`src/hdl/keyword_lexer_core_macros.svh`:
```
// Assertion macros shared by the keyword lexer RTL.
`ifndef KEYWORD_LEXER_CORE_MACROS_SVH
`define KEYWORD_LEXER_CORE_MACROS_SVH
`ifndef SYNTH
// Property checked every clock, masked while reset is high.
`define KLC_ASSERT(label, clk, rst, prop, msg) \
   label: assert property (@(posedge clk) disable iff (rst) prop) else $error(msg);
// Condition in one cycle implies the outcome in the next.
`define KLC_ASSERT_NEXT(label, clk, rst, cond, outcome, msg) \
   label: assert property (@(posedge clk) disable iff (rst) (cond) |=> (outcome)) \
      else $error(msg);
`else
`define KLC_ASSERT(label, clk, rst, prop, msg)
`define KLC_ASSERT_NEXT(label, clk, rst, cond, outcome, msg)
`endif
`endif

```
`src/hdl/kwl_pkg.sv`:
```
// Types, constants and helper functions of the keyword lexer.
`timescale 1ns / 1ps
package kwl_pkg;

   localparam int POSITION_BITS_DEFAULT = 16;
   localparam int FIELD_W      = 16;
   localparam int KIND_W       = 5;
   localparam int REQ_DATA_W   = 8;
   localparam int RSP_FIELDS_W = 3 * FIELD_W + 1;
   localparam int RSP_DATA_W   = ((RSP_FIELDS_W + 7) / 8) * 8;
   localparam int RSP_PAD_W    = RSP_DATA_W - RSP_FIELDS_W;
   localparam int BUNDLE_SLOTS = 3;
   localparam int KW_COUNT     = 7;
   localparam int KW_SLOTS     = 8;

   typedef enum logic [KIND_W-1:0] {
      KIND_LET     = 5'd0,
      KIND_FN      = 5'd1,
      KIND_YAP     = 5'd2,
      KIND_RETURN  = 5'd3,
      KIND_IF      = 5'd4,
      KIND_ELSE    = 5'd5,
      KIND_WHILE   = 5'd6,
      KIND_IDENT   = 5'd7,
      KIND_INT     = 5'd8,
      KIND_PLUS    = 5'd9,
      KIND_MINUS   = 5'd10,
      KIND_STAR    = 5'd11,
      KIND_SLASH   = 5'd12,
      KIND_ASSIGN  = 5'd13,
      KIND_EQ      = 5'd14,
      KIND_BANG    = 5'd15,
      KIND_NE      = 5'd16,
      KIND_LT      = 5'd17,
      KIND_LE      = 5'd18,
      KIND_GT      = 5'd19,
      KIND_GE      = 5'd20,
      KIND_SEMI    = 5'd21,
      KIND_COMMA   = 5'd22,
      KIND_LPAREN  = 5'd23,
      KIND_RPAREN  = 5'd24,
      KIND_LBRACE  = 5'd25,
      KIND_RBRACE  = 5'd26,
      KIND_UNKNOWN = 5'd27,
      KIND_EOF     = 5'd28
   } kind_type;

   // scanner state, one-hot
   typedef enum logic [4:0] {
      MODE_IDLE    = 5'b00001,
      MODE_IDENT   = 5'b00010,
      MODE_INT     = 5'b00100,
      MODE_COMMENT = 5'b01000,
      MODE_OPER    = 5'b10000
   } mode_type;

   // first char of a possible two-char operator
   typedef enum logic [2:0] {
      OP_NONE    = 3'd0,
      OP_ASSIGN  = 3'd1,
      OP_BANG    = 3'd2,
      OP_LESS    = 3'd3,
      OP_GREATER = 3'd4,
      OP_SLASH   = 3'd5
   } oper_type;

   typedef struct packed {
      kind_type               kind;
      logic [FIELD_W-1:0]     start;
      logic [FIELD_W-1:0]     length;
      logic [FIELD_W-1:0]     line;
      logic                   error_seen;
   } token_type;

   // all tokens caused by one source byte, in order
   typedef struct packed {
      logic [1:0]                      count;
      token_type [BUNDLE_SLOTS-1:0]    slot;
   } bundle_type;

   localparam logic [7:0] CH_NUL   = 8'h00;
   localparam logic [7:0] CH_TAB   = 8'h09;
   localparam logic [7:0] CH_LF    = 8'h0A;
   localparam logic [7:0] CH_VT    = 8'h0B;
   localparam logic [7:0] CH_FF    = 8'h0C;
   localparam logic [7:0] CH_CR    = 8'h0D;
   localparam logic [7:0] CH_SPACE = 8'h20;
   localparam logic [7:0] CH_ONES  = 8'hFF;

   localparam logic [7:0] KW_TEXT [KW_COUNT][KW_SLOTS] = '{
      '{"l", "e", "t", CH_NUL, CH_NUL, CH_NUL, CH_NUL, CH_NUL},
      '{"f", "n", CH_NUL, CH_NUL, CH_NUL, CH_NUL, CH_NUL, CH_NUL},
      '{"y", "a", "p", CH_NUL, CH_NUL, CH_NUL, CH_NUL, CH_NUL},
      '{"r", "e", "t", "u", "r", "n", CH_NUL, CH_NUL},
      '{"i", "f", CH_NUL, CH_NUL, CH_NUL, CH_NUL, CH_NUL, CH_NUL},
      '{"e", "l", "s", "e", CH_NUL, CH_NUL, CH_NUL, CH_NUL},
      '{"w", "h", "i", "l", "e", CH_NUL, CH_NUL, CH_NUL}
   };
   localparam logic [2:0] KW_LEN [KW_COUNT] = '{3'd3, 3'd2, 3'd3, 3'd6, 3'd2, 3'd4, 3'd5};

   function automatic logic is_alpha(logic [7:0] b);
      return b inside {["a":"z"], ["A":"Z"], "_"};
   endfunction

   function automatic logic is_digit(logic [7:0] b);
      return b inside {["0":"9"]};
   endfunction

   // drop every keyword whose char at this index differs from b
   function automatic logic [KW_COUNT-1:0] kw_mask_step(logic [KW_COUNT-1:0] mask,
                                                        logic [2:0] idx, logic short_run,
                                                        logic [7:0] b);
      logic [KW_COUNT-1:0] nxt;
      nxt = mask;
      for (int k = 0; k < KW_COUNT; k++) begin
         if (!(short_run && (idx < KW_LEN[k]) && (KW_TEXT[k][idx] == b))) begin
            nxt[k] = 1'b0;
         end
      end
      return nxt;
   endfunction

   function automatic kind_type kw_kind(logic [KW_COUNT-1:0] mask, logic [2:0] len,
                                        logic short_run);
      kind_type kind;
      kind = KIND_IDENT;
      for (int k = 0; k < KW_COUNT; k++) begin
         if (mask[k] && short_run && (len == KW_LEN[k])) begin
            kind = kind_type'(KIND_W'(k));
         end
      end
      return kind;
   endfunction

   function automatic kind_type single_op_kind(oper_type op);
      kind_type kind;
      case (op)
         OP_ASSIGN:  kind = KIND_ASSIGN;
         OP_BANG:    kind = KIND_BANG;
         OP_LESS:    kind = KIND_LT;
         OP_GREATER: kind = KIND_GT;
         default:    kind = KIND_SLASH;
      endcase
      return kind;
   endfunction

   function automatic kind_type pair_op_kind(oper_type op);
      kind_type kind;
      case (op)
         OP_ASSIGN:  kind = KIND_EQ;
         OP_BANG:    kind = KIND_NE;
         OP_LESS:    kind = KIND_LE;
         default:    kind = KIND_GE;
      endcase
      return kind;
   endfunction

endpackage

```
`src/hdl/kwl_scanner.sv`:
```
// Input register, scanner state and per-byte token generation.
`timescale 1ns / 1ps
`include "keyword_lexer_core_macros.svh"
module kwl_scanner #(
   parameter int POSITION_BITS = kwl_pkg::POSITION_BITS_DEFAULT
) (
   input  logic                              clock,
   input  logic                              reset,
   input  logic                              req_tvalid,
   output logic                              req_tready,
   input  logic [kwl_pkg::REQ_DATA_W-1:0]    req_tdata,
   input  logic                              req_tlast,
   output logic                              bundle_valid,
   input  logic                              bundle_ready,
   output kwl_pkg::bundle_type               bundle
);
   import kwl_pkg::*;

   typedef logic [POSITION_BITS-1:0] pos_type;

   function automatic pos_type sat_inc(pos_type v);
      return (v == '1) ? v : v + pos_type'(1);
   endfunction

   function automatic logic [FIELD_W-1:0] to_field(pos_type v);
      logic [FIELD_W+POSITION_BITS-1:0] wide;
      wide = {{FIELD_W{1'b0}}, v};
      return wide[FIELD_W-1:0];
   endfunction

   function automatic logic has_pending(mode_type m);
      return (m == MODE_IDENT) || (m == MODE_INT) || (m == MODE_OPER);
   endfunction

   function automatic token_type flush_tok(mode_type m, oper_type op,
                                           logic [KW_COUNT-1:0] mask, pos_type run,
                                           pos_type bgn, pos_type ln);
      token_type t;
      t.start      = to_field(bgn);
      t.length     = to_field(run);
      t.line       = to_field(ln);
      t.error_seen = 1'b0;
      case (m)
         MODE_IDENT: t.kind = kw_kind(mask, run[2:0], ~|run[POSITION_BITS-1:3]);
         MODE_INT:   t.kind = KIND_INT;
         MODE_OPER: begin
            t.kind   = single_op_kind(op);
            t.length = FIELD_W'(1);
         end
         default:    t.kind = KIND_UNKNOWN;
      endcase
      return t;
   endfunction

   logic                 in_valid_ff;
   logic [7:0]           in_byte_ff;
   logic                 in_last_ff;

   mode_type             mode_ff, mode_in;
   oper_type             oper_ff, oper_in;
   logic [KW_COUNT-1:0]  mask_ff, mask_in;
   pos_type              begin_ff, begin_in;
   pos_type              run_ff, run_in;
   pos_type              pos_ff, pos_in;
   pos_type              line_ff, line_in;
   logic                 unk_ff, unk_in;

   logic                 advance;
   logic                 a_valid, s_valid, c_valid;
   token_type            a_tok, s_tok, c_tok;

   assign advance      = in_valid_ff & bundle_ready;
   assign req_tready   = ~in_valid_ff | bundle_ready;
   assign bundle_valid = in_valid_ff;

   always_ff @(posedge clock) begin
      if (reset) begin
         in_valid_ff <= 1'b0;
      end else if (req_tready) begin
         in_valid_ff <= req_tvalid;
      end
      if (req_tready && req_tvalid) begin
         in_byte_ff <= req_tdata[7:0];
         in_last_ff <= req_tlast;
      end
   end

   // a_* : token closed by the old state, s_* : token begun or closed by this
   // byte, c_* : end of source
   always_comb begin
      logic     term;
      logic     fresh;
      logic     clear;
      kind_type s_kind;

      term   = (in_byte_ff == CH_NUL) || (in_byte_ff == CH_ONES);
      fresh  = 1'b1;
      clear  = 1'b0;
      s_kind = KIND_UNKNOWN;

      mode_in  = mode_ff;
      oper_in  = oper_ff;
      mask_in  = mask_ff;
      begin_in = begin_ff;
      run_in   = run_ff;
      pos_in   = pos_ff;
      line_in  = line_ff;
      unk_in   = unk_ff;

      a_valid = 1'b0;
      s_valid = 1'b0;
      c_valid = 1'b0;
      a_tok   = flush_tok(mode_ff, oper_ff, mask_ff, run_ff, begin_ff, line_ff);
      s_tok   = a_tok;
      c_tok   = '{kind: KIND_EOF, start: to_field(pos_ff), length: '0,
                  line: to_field(line_ff), error_seen: unk_ff};

      if (term) begin
         a_valid = has_pending(mode_ff);
         c_valid = 1'b1;
      end else begin
         case (mode_ff)
            MODE_IDENT: begin
               if (is_alpha(in_byte_ff) || is_digit(in_byte_ff)) begin
                  mask_in = kw_mask_step(mask_ff, run_ff[2:0], ~|run_ff[POSITION_BITS-1:3],
                                         in_byte_ff);
                  run_in  = sat_inc(run_ff);
                  fresh   = 1'b0;
               end else begin
                  a_valid = 1'b1;
                  clear   = 1'b1;
               end
            end
            MODE_INT: begin
               if (is_digit(in_byte_ff)) begin
                  run_in = sat_inc(run_ff);
                  fresh  = 1'b0;
               end else begin
                  a_valid = 1'b1;
                  clear   = 1'b1;
               end
            end
            MODE_COMMENT: begin
               if (in_byte_ff == CH_LF) begin
                  mode_in = MODE_IDLE;
               end else begin
                  fresh = 1'b0;
               end
            end
            MODE_OPER: begin
               if ((oper_ff == OP_SLASH) && (in_byte_ff == "/")) begin
                  mode_in = MODE_COMMENT;
                  oper_in = OP_NONE;
                  fresh   = 1'b0;
               end else if ((oper_ff inside {OP_ASSIGN, OP_BANG, OP_LESS, OP_GREATER}) &&
                            (in_byte_ff == "=")) begin
                  a_valid      = 1'b1;
                  a_tok.kind   = pair_op_kind(oper_ff);
                  a_tok.length = FIELD_W'(2);
                  mode_in      = MODE_IDLE;
                  oper_in      = OP_NONE;
                  fresh        = 1'b0;
               end else begin
                  a_valid = 1'b1;
                  clear   = 1'b1;
               end
            end
            default: mode_in = MODE_IDLE;
         endcase

         if (clear) begin
            mode_in = MODE_IDLE;
            oper_in = OP_NONE;
            mask_in = '1;
            run_in  = '0;
         end

         if (fresh) begin
            case (in_byte_ff)
               CH_SPACE, CH_TAB, CH_VT, CH_FF, CH_CR: ;
               CH_LF: line_in = sat_inc(line_ff);
               "+": begin s_valid = 1'b1; s_kind = KIND_PLUS;   end
               "-": begin s_valid = 1'b1; s_kind = KIND_MINUS;  end
               "*": begin s_valid = 1'b1; s_kind = KIND_STAR;   end
               ";": begin s_valid = 1'b1; s_kind = KIND_SEMI;   end
               ",": begin s_valid = 1'b1; s_kind = KIND_COMMA;  end
               "(": begin s_valid = 1'b1; s_kind = KIND_LPAREN; end
               ")": begin s_valid = 1'b1; s_kind = KIND_RPAREN; end
               "{": begin s_valid = 1'b1; s_kind = KIND_LBRACE; end
               "}": begin s_valid = 1'b1; s_kind = KIND_RBRACE; end
               "=": begin oper_in = OP_ASSIGN;  mode_in = MODE_OPER; begin_in = pos_ff; end
               "!": begin oper_in = OP_BANG;    mode_in = MODE_OPER; begin_in = pos_ff; end
               "<": begin oper_in = OP_LESS;    mode_in = MODE_OPER; begin_in = pos_ff; end
               ">": begin oper_in = OP_GREATER; mode_in = MODE_OPER; begin_in = pos_ff; end
               "/": begin oper_in = OP_SLASH;   mode_in = MODE_OPER; begin_in = pos_ff; end
               default: begin
                  if (is_alpha(in_byte_ff)) begin
                     mode_in  = MODE_IDENT;
                     begin_in = pos_ff;
                     mask_in  = kw_mask_step('1, 3'd0, 1'b1, in_byte_ff);
                     run_in   = pos_type'(1);
                  end else if (is_digit(in_byte_ff)) begin
                     mode_in  = MODE_INT;
                     begin_in = pos_ff;
                     run_in   = pos_type'(1);
                  end else begin
                     unk_in  = 1'b1;
                     s_valid = 1'b1;
                     s_kind  = KIND_UNKNOWN;
                  end
               end
            endcase
         end

         s_tok = '{kind: s_kind, start: to_field(pos_ff), length: FIELD_W'(1),
                   line: to_field(line_ff), error_seen: 1'b0};
         pos_in = sat_inc(pos_ff);

         // end flag: close whatever this byte left open, then eof past it
         if (in_last_ff) begin
            if (has_pending(mode_in)) begin
               s_valid = 1'b1;
               s_tok   = flush_tok(mode_in, oper_in, mask_in, run_in, begin_in, line_in);
            end
            c_valid = 1'b1;
            c_tok   = '{kind: KIND_EOF, start: to_field(pos_in), length: '0,
                        line: to_field(line_in), error_seen: unk_in};
         end
      end

      // eof restarts the source at offset 0, line 1
      if (c_valid) begin
         mode_in  = MODE_IDLE;
         oper_in  = OP_NONE;
         mask_in  = '1;
         begin_in = '0;
         run_in   = '0;
         pos_in   = '0;
         line_in  = pos_type'(1);
         unk_in   = 1'b0;
      end
   end

   // pack the live tokens to the low slots
   always_comb begin
      bundle.count   = {1'b0, a_valid} + {1'b0, s_valid} + {1'b0, c_valid};
      bundle.slot[0] = a_valid ? a_tok : (s_valid ? s_tok : c_tok);
      bundle.slot[1] = (a_valid && s_valid) ? s_tok : c_tok;
      bundle.slot[2] = c_tok;
   end

   always_ff @(posedge clock) begin
      if (reset) begin
         mode_ff  <= MODE_IDLE;
         oper_ff  <= OP_NONE;
         mask_ff  <= '1;
         begin_ff <= '0;
         run_ff   <= '0;
         pos_ff   <= '0;
         line_ff  <= pos_type'(1);
         unk_ff   <= 1'b0;
      end else if (advance) begin
         mode_ff  <= mode_in;
         oper_ff  <= oper_in;
         mask_ff  <= mask_in;
         begin_ff <= begin_in;
         run_ff   <= run_in;
         pos_ff   <= pos_in;
         line_ff  <= line_in;
         unk_ff   <= unk_in;
      end
   end

   `KLC_ASSERT(a_line_nonzero, clock, reset, line_ff != '0, "line counter is zero")
   `KLC_ASSERT(a_full_ends_eof, clock, reset, (in_valid_ff && (bundle.count == 2'd3)) |-> (bundle.slot[2].kind == KIND_EOF), "three tokens without eof last")
   `KLC_ASSERT_NEXT(a_eof_restarts, clock, reset, advance && c_valid, (pos_ff == '0) && (unk_ff == 1'b0) && (mode_ff == MODE_IDLE), "state not restarted after eof")

endmodule

```
`src/hdl/kwl_token_buf.sv`:
```
// Result register holding one byte's tokens and handing them out one per word.
`timescale 1ns / 1ps
`include "keyword_lexer_core_macros.svh"
module kwl_token_buf (
   input  logic                              clock,
   input  logic                              reset,
   input  logic                              bundle_valid,
   output logic                              bundle_ready,
   input  kwl_pkg::bundle_type               bundle,
   output logic                              rsp_tvalid,
   input  logic                              rsp_tready,
   output logic [kwl_pkg::RSP_DATA_W-1:0]    rsp_tdata,
   output logic [kwl_pkg::KIND_W-1:0]        rsp_tuser,
   output logic                              rsp_tlast
);
   import kwl_pkg::*;

   token_type   slot_ff [BUNDLE_SLOTS];
   logic [1:0]  count_ff, count_in;
   logic [1:0]  rd_ff, rd_in;
   logic        load;
   logic        pop;
   logic        last_slot;
   token_type   cur;

   assign rsp_tvalid   = (count_ff != 2'd0);
   assign last_slot    = (rd_ff == (count_ff - 2'd1));
   assign pop          = rsp_tvalid & rsp_tready;
   assign bundle_ready = ~rsp_tvalid | (rsp_tready & last_slot);
   assign load         = bundle_valid & bundle_ready;
   assign cur          = slot_ff[rd_ff];

   assign rsp_tdata = {{RSP_PAD_W{1'b0}}, cur.error_seen, cur.line, cur.length, cur.start};
   assign rsp_tuser = cur.kind;
   assign rsp_tlast = last_slot;

   always_comb begin
      count_in = count_ff;
      rd_in    = rd_ff;
      if (load) begin
         count_in = bundle.count;
         rd_in    = 2'd0;
      end else if (pop) begin
         if (last_slot) begin
            count_in = 2'd0;
            rd_in    = 2'd0;
         end else begin
            rd_in = rd_ff + 2'd1;
         end
      end
   end

   always_ff @(posedge clock) begin
      if (reset) begin
         count_ff <= 2'd0;
         rd_ff    <= 2'd0;
      end else begin
         count_ff <= count_in;
         rd_ff    <= rd_in;
      end
      if (load) begin
         for (int i = 0; i < BUNDLE_SLOTS; i++) begin
            slot_ff[i] <= bundle.slot[i];
         end
      end
   end

   `KLC_ASSERT(a_rd_in_range, clock, reset, (count_ff == 2'd0) || (rd_ff < count_ff), "read index beyond held tokens")
   `KLC_ASSERT(a_load_only_when_drained, clock, reset, (bundle_ready && rsp_tvalid) |-> (rsp_tready && rsp_tlast), "bundle taken over undelivered tokens")
   `KLC_ASSERT_NEXT(a_load_shows, clock, reset, load && (bundle.count != 2'd0), rsp_tvalid && (rd_ff == 2'd0), "loaded tokens not presented")

endmodule

```
`src/hdl/keyword_lexer_core.sv`:
```
// Top level of the streaming keyword lexer.
`timescale 1ns / 1ps
// Streaming lexer: one source byte per input word (req_tdata[7:0], req_tlast marks
// the last byte of a source; bytes 0x00 and 0xFF also end it). Each byte yields zero
// to three tokens (closing token, new token, eof), sent as one word each on the rsp
// side; rsp_tlast marks the last token caused by a given byte. Identifiers, integers,
// the seven keywords let fn yap return if else while, operators = == ! != < <= > >=
// + - * / and punctuation ; , ( ) { } are recognized; "//" comments and whitespace
// are dropped, LF counts lines. Any other byte gives an unknown token and sets the
// error flag reported on the eof token. After eof the offset restarts at 0 and the
// line at 1. Offsets, lengths and lines saturate at 2^POSITION_BITS-1 and are shown
// in their low 16 bits. Timing: a byte is registered, scanned combinationally and its
// tokens are loaded into the result register, which presents the first of them; the
// load waits while that register still holds undelivered tokens. The result register
// drains one token per cycle while rsp_tready is high; bytes causing at most one
// token stream at one per clock with rsp_tready high.
module keyword_lexer_core #(
   parameter int POSITION_BITS = kwl_pkg::POSITION_BITS_DEFAULT
) (
   input  logic                              clock,
   input  logic                              reset,
   // source bytes
   input  logic                              req_tvalid,
   output logic                              req_tready,
   input  logic [kwl_pkg::REQ_DATA_W-1:0]    req_tdata,  // [7:0] src_byte
   input  logic                              req_tlast,  // end_of_source
   // tokens
   output logic                              rsp_tvalid,
   input  logic                              rsp_tready,
   // [15:0] token_start, [31:16] token_length, [47:32] token_line, [48] error_seen
   output logic [kwl_pkg::RSP_DATA_W-1:0]    rsp_tdata,
   output logic [kwl_pkg::KIND_W-1:0]        rsp_tuser,  // [4:0] token_kind
   output logic                              rsp_tlast   // last_of_run
);
   import kwl_pkg::*;

   logic        bundle_valid;
   logic        bundle_ready;
   bundle_type  bundle;

   // byte register, scan state and token formation
   kwl_scanner #(
      .POSITION_BITS (POSITION_BITS)
   ) u_scanner (
      .clock        (clock),
      .reset        (reset),
      .req_tvalid   (req_tvalid),
      .req_tready   (req_tready),
      .req_tdata    (req_tdata),
      .req_tlast    (req_tlast),
      .bundle_valid (bundle_valid),
      .bundle_ready (bundle_ready),
      .bundle       (bundle)
   );

   // result register, one token word per cycle while rsp_tready is high
   kwl_token_buf u_token_buf (
      .clock        (clock),
      .reset        (reset),
      .bundle_valid (bundle_valid),
      .bundle_ready (bundle_ready),
      .bundle       (bundle),
      .rsp_tvalid   (rsp_tvalid),
      .rsp_tready   (rsp_tready),
      .rsp_tdata    (rsp_tdata),
      .rsp_tuser    (rsp_tuser),
      .rsp_tlast    (rsp_tlast)
   );

endmodule
```
`config.mk`:
```
export PLATFORM = sky130hd
export DESIGN_NAME = keyword_lexer_core
export DESIGN_NICKNAME = d
export VERILOG_FILES = /design/src/hdl/kwl_pkg.sv /design/src/hdl/kwl_scanner.sv /design/src/hdl/kwl_token_buf.sv /design/src/hdl/keyword_lexer_core.sv
export VERILOG_INCLUDE_DIRS = /design/src /design/src/hdl
export SDC_FILE = /design/constraint.sdc
export NUM_CORES = 1
export LEC_CHECK = 0
export BUFFER_PORTS_ARGS = -buffer_cell sky130_fd_sc_hd__buf_2
export CORE_UTILIZATION = 30
export DETAILED_ROUTE_END_ITERATION = 8
export SYNTH_ARGS = -nofsm -noshare
export SYNTH_HDL_FRONTEND = slang
export SYNTH_HIERARCHICAL = 1
export SYNTH_SLANG_ARGS = --single-unit
```
`constraint.sdc`:
```
create_clock -name clock -period 11.5 [get_ports clock]
set_clock_uncertainty 0.15 [all_clocks]
set_input_delay 0.575 -clock clock [delete_from_list [all_inputs] [get_ports clock]]
set_output_delay 0.575 -clock clock [all_outputs]
set_load 0.02 [all_outputs]
```
==> flow_summary_export.csv <==
group,metric,value,unit
floorplanning,floorplan.die.width,229,µm
setup_path,worst-endpoint-required,11.64,ns
route,drt_pass1_iterations,6,
global_route,gr-total-overflow,0,
cells_and_area,footprint_of_the_multi_input_gates,0.00770,mm²
cts,clk_slew_on_worst_s_h_paths,0.06,ns
hold_path,min-delay-start,"req_tdata[5]",
logic_synthesis,synth_enable_flop_cells,171,
timing,timing.slew.headroom,0.259,
cts,cts_max_level,1,
logic_synthesis,synthesis.instances,1673,
floorplanning,start_util,0.306,
cts,cts_tree,"yes",
setup_path,worstPathBufferInverterCount,0,
timing,final_layout_worst_hold_slack,0.0363,ns
floorplanning,die_h,229,µm
cells_and_area,filler_cell_count,5206,
logic_synthesis,ys_seq_area_frac,0.445,
logic_synthesis,yosys_most_used_dff,"edfxtp_1",
timing,hold_violations,0,
logic_synthesis,synth_top_cell_area_share,0.333,
logic_synthesis,async_reset_ff_frac,0,
place,routability_congestion,0.930,
cells_and_area,n_antenna_cell,0,
global_route,grt_antenna_before_repair,1,
floorplanning,fp-row-count,82,
place,pre_cts_ws,6.85,ns
timing,postLayoutSetupSlackWorst,6.72,ns
route,dr.first_iter.drc_count,1110,
power,power.density,129,mW/mm²
logic_synthesis,synthMostInstantiatedCell,"nor2_1",
logic_synthesis,synth_compound_area_frac,0.188,
power,power_leakage,5.77,nW
setup_path,worstSetupPathType,"reg2reg",
cells_and_area,post_route_cells_drive_above_1_share,0.114,
logic_synthesis,synthDominantAreaCellType,"edfxtp_1",
power,total_power,2.19,mW
setup_path,cp_top_family,"compound AO/OA/AOI/OAI gates",
setup_path,cp-end-kind,"flip-flop",
route,route.vias.total,12700,
logic_synthesis,synth.cell_area,0.0154,mm²
setup_path,crit_path_max_fanout,29,
setup_path,critical_path_depth,9,
cts,number_of_clock_sinks,258,
timing,fmax,209,MHz
logic_synthesis,main_combinational_cell_family_by_area_after_synthesis,"simple AND/OR/NAND/NOR gates",
route,final_antenna_net_count,0,
setup_path,critPathMaxStageDelay,0.91,ns
setup_path,r2r_setup_slack,6.72,ns
timing,totalNegativeSetupSlack,0,ns
logic_synthesis,synth_commonest_cells,"nor2_1, edfxtp_1, nand2_1, o21ai_0, clkbuf_1",
timing,worst_slew_pin_slew,1.11,ns
route,routedWlPerCell,18.1,µm
logic_synthesis,synth.mux.area_fraction,0.0588,
cts,cts_resized,0,
route,total_wirelength_of_the_detailed_routed_design,42600,µm
job,maxcap_viol_count,0,
logic_synthesis,cell_types_occupying_the_most_area_after_synthesis,"edfxtp_1, dfxtp_1, mux2i_1",
timing,final_min_period_over_clock_period,0.416,
timing,finalSetupViolCount,0,
hold_path,worst_hold_path_type,"in2reg",
cts,clock-root-buffer,"clkbuf_16",
logic_synthesis,synth_xor_area_frac,0.0362,
setup_path,crit_path_top_delay_cell,"edfxtp_1",
floorplanning,io-pin-count,77,
logic_synthesis,synthSimpleGateAreaFrac,0.192,
floorplanning,fp.coreArea,0.0505,mm²
timing,final-max-slew-violation-count,0,
cts,cts-root-to-sink-buffers,3,
setup_path,cp.arrival,4.92,ns
cts,cts_hold_repair.buffers,0,
global_route,grt_first_pass_wirelength,67100,µm
setup_path,ff2ff_path_depth,9,
cells_and_area,post-route-util,0.336,
global_route,grt_util_all_layers,0.158,
floorplanning,die-area,0.0524,mm²
setup_path,startpoint_type,"flip-flop",
logic_synthesis,synthAdderAreaFrac,0.0102,
route,route.detailed.vias_per_inst,5.39,
hold_path,cell_depth_of_the_worst_hold_path,1,
logic_synthesis,synth.ff_latch_count,258,
logic_synthesis,ys.warnings.count,6,
route,drt_drc_violations_left,0,
cells_and_area,register_area,0.00688,mm²
cells_and_area,fin_nets,1678,
place,dp_hpwl,28400,µm
logic_synthesis,syn_avg_cell_area,9.23,µm²
global_route,largest_net_degree_at_the_start_of_global_routing,88,
timing,final_critical_path_time_including_i_o_delays_and_setup,4.78,ns
setup_path,cp_cell_sequence,"nand4bb_1 -> a21oi_1 -> a21oi_1 -> nor3_1 -> mux2i_1 -> nor4b_1 -> o21ai_0 -> a2111oi_0 -> o21ai_0",
power,worst_ir_drop_vdd,67.5,µV
place,placement.io_buffers,69,
setup_path,startpoint,"u_scanner/in_byte_ff[4]$_DFFE_PP_",
outcome,outcome,"finished clean",
logic_synthesis,post_synth_num_cell_types,94,
cts,worstSkewPairLatency,0.56,ns
setup_path,crit-reg2reg-launch,"u_scanner/in_byte_ff[4]$_DFFE_PP_",
timing,unrepaired_setup_endpoints_after_global_routing,"false",
cts,postCtsSetupBuffers,0,
global_route,first_global_vias,11600,
cells_and_area,synthToLayoutAreaGrowth,9.94,%
cts,cts_buffers,29,
## layout by cell type, fill, tap and decap left out, types with 7 or more instances in the layout
cell / netlist / layout
or3_1: 19 / 19
xnor2_1: 33 / 33
o21a_1: 11 / 11
mux2_2: 10 / 10
o21ai_0: 129 / 128
and2_1: 12 / 12
nor3_1: 51 / 51
nor3_2: 10 / 10
nor2_1: 174 / 172
nand2b_1: 17 / 17
a22oi_1: 43 / 43
nand2_1: 139 / 139
buf_2: 19 / 69
mux2i_1: 78 / 78
nand3_1: 47 / 47
and3_1: 16 / 16
a31oi_1: 25 / 24
a21oi_1: 100 / 100
edfxtp_1: 171 / 171
o22a_1: 15 / 15
ha_1: 11 / 11
a22o_1: 12 / 12
xor2_1: 29 / 29
o22ai_1: 7 / 7
conb_1: 3 / 43
o31ai_1: 8 / 8
inv_1: 24 / 24
buf_4: 51 / 28
nor2b_1: 18 / 18
dfxtp_1: 87 / 85
a211oi_1: 9 / 9
clkbuf_16: 0 / 29
nor4_1: 22 / 22
clkbuf_1: 106 / 12
nand4_1: 16 / 16
## cell families (layout without fill, tap and decap cells)
| family | Yosys count | count (layout) |
|---|---|---|
| simple gates | 591 | 591 |
| buf+inv | 215 | 178 |
| fa+ha+maj | 12 | 12 |
| flops | 258 | 258 |
| compound gates | 442 | 442 |
| mux | 89 | 89 |
| other cells | 3 | 43 |
| xor+xnor | 63 | 63 |
## routing by layer
metal | part of all wire | track usage
met1 | 0.46 | 0.224
met2 | 0.45 | 0.250
met3 | 0.067 | 0.0217
met4 | 0.019 | 0.0456
met5 | 0.00019 | 0
## flip-flops by register name (all words and copies together), names as in the netlist, 2 cells and up, named ones only
signal and flops:
u_scanner/oper_ff 3, u_scanner/in_byte_ff 8, u_token_buf/count_ff 2, u_scanner/line_ff 16, u_scanner/mode_ff 5, u_scanner/run_ff 16, u_token_buf/rd_ff 2, u_scanner/mask_ff 7
u_scanner/begin_ff 16, u_token_buf/slot_ff 162, u_scanner/pos_ff 16
## power by group
group | internal [mW] | leakage, nW | total [mW] | switching, mW
logic | 0.0787 | 2.96 | 0.246 | 0.168
clock network | 0.512 | 0.432 | 0.884 | 0.373
registers | 1.03 | 2.37 | 1.06 | 0.0249
## metrics by stage
stage               cells  cell area, µm²
finish               2348           17000
global route         2348           17000
CTS                  2348           17000
detailed placement   2294           16100
global placement     2294           16100
floorplan            1713           15600
## worst paths after layout
kind,endpoint
min,u_scanner/in_byte_ff[5]$_DFFE_PP_
min reg2reg,u_scanner/begin_ff[9]$_SDFFE_PP0P_
max reg2reg,u_token_buf/slot_ff[1][51]$_DFFE_PP_
max,u_token_buf/slot_ff[1][51]$_DFFE_PP_
## worst reg2reg max path, stage by stage, from the launching register on
cell and delay, ns:
edfxtp_1 0.91, nand4bb_1 0.51, a21oi_1 0.50, a21oi_1 0.38, nor3_1 0.65, mux2i_1 0.34
nor4b_1 0.28, o21ai_0 0.22, a2111oi_0 0.41, o21ai_0 0.15
## final cells by class
cell class / instances / share of cell area
Clock buffer: 41 / 0.0454
Clock inverter: 13 / 0.00730
Inverter: 27 / 0.00597
Multi-Input combinational cell: 1240 / 0.454
Sequential cell: 258 / 0.406
Tap cell: 672 / 0.0495
Timing Repair Buffer: 97 / 0.0327
(Power assumes the default switching activity.)
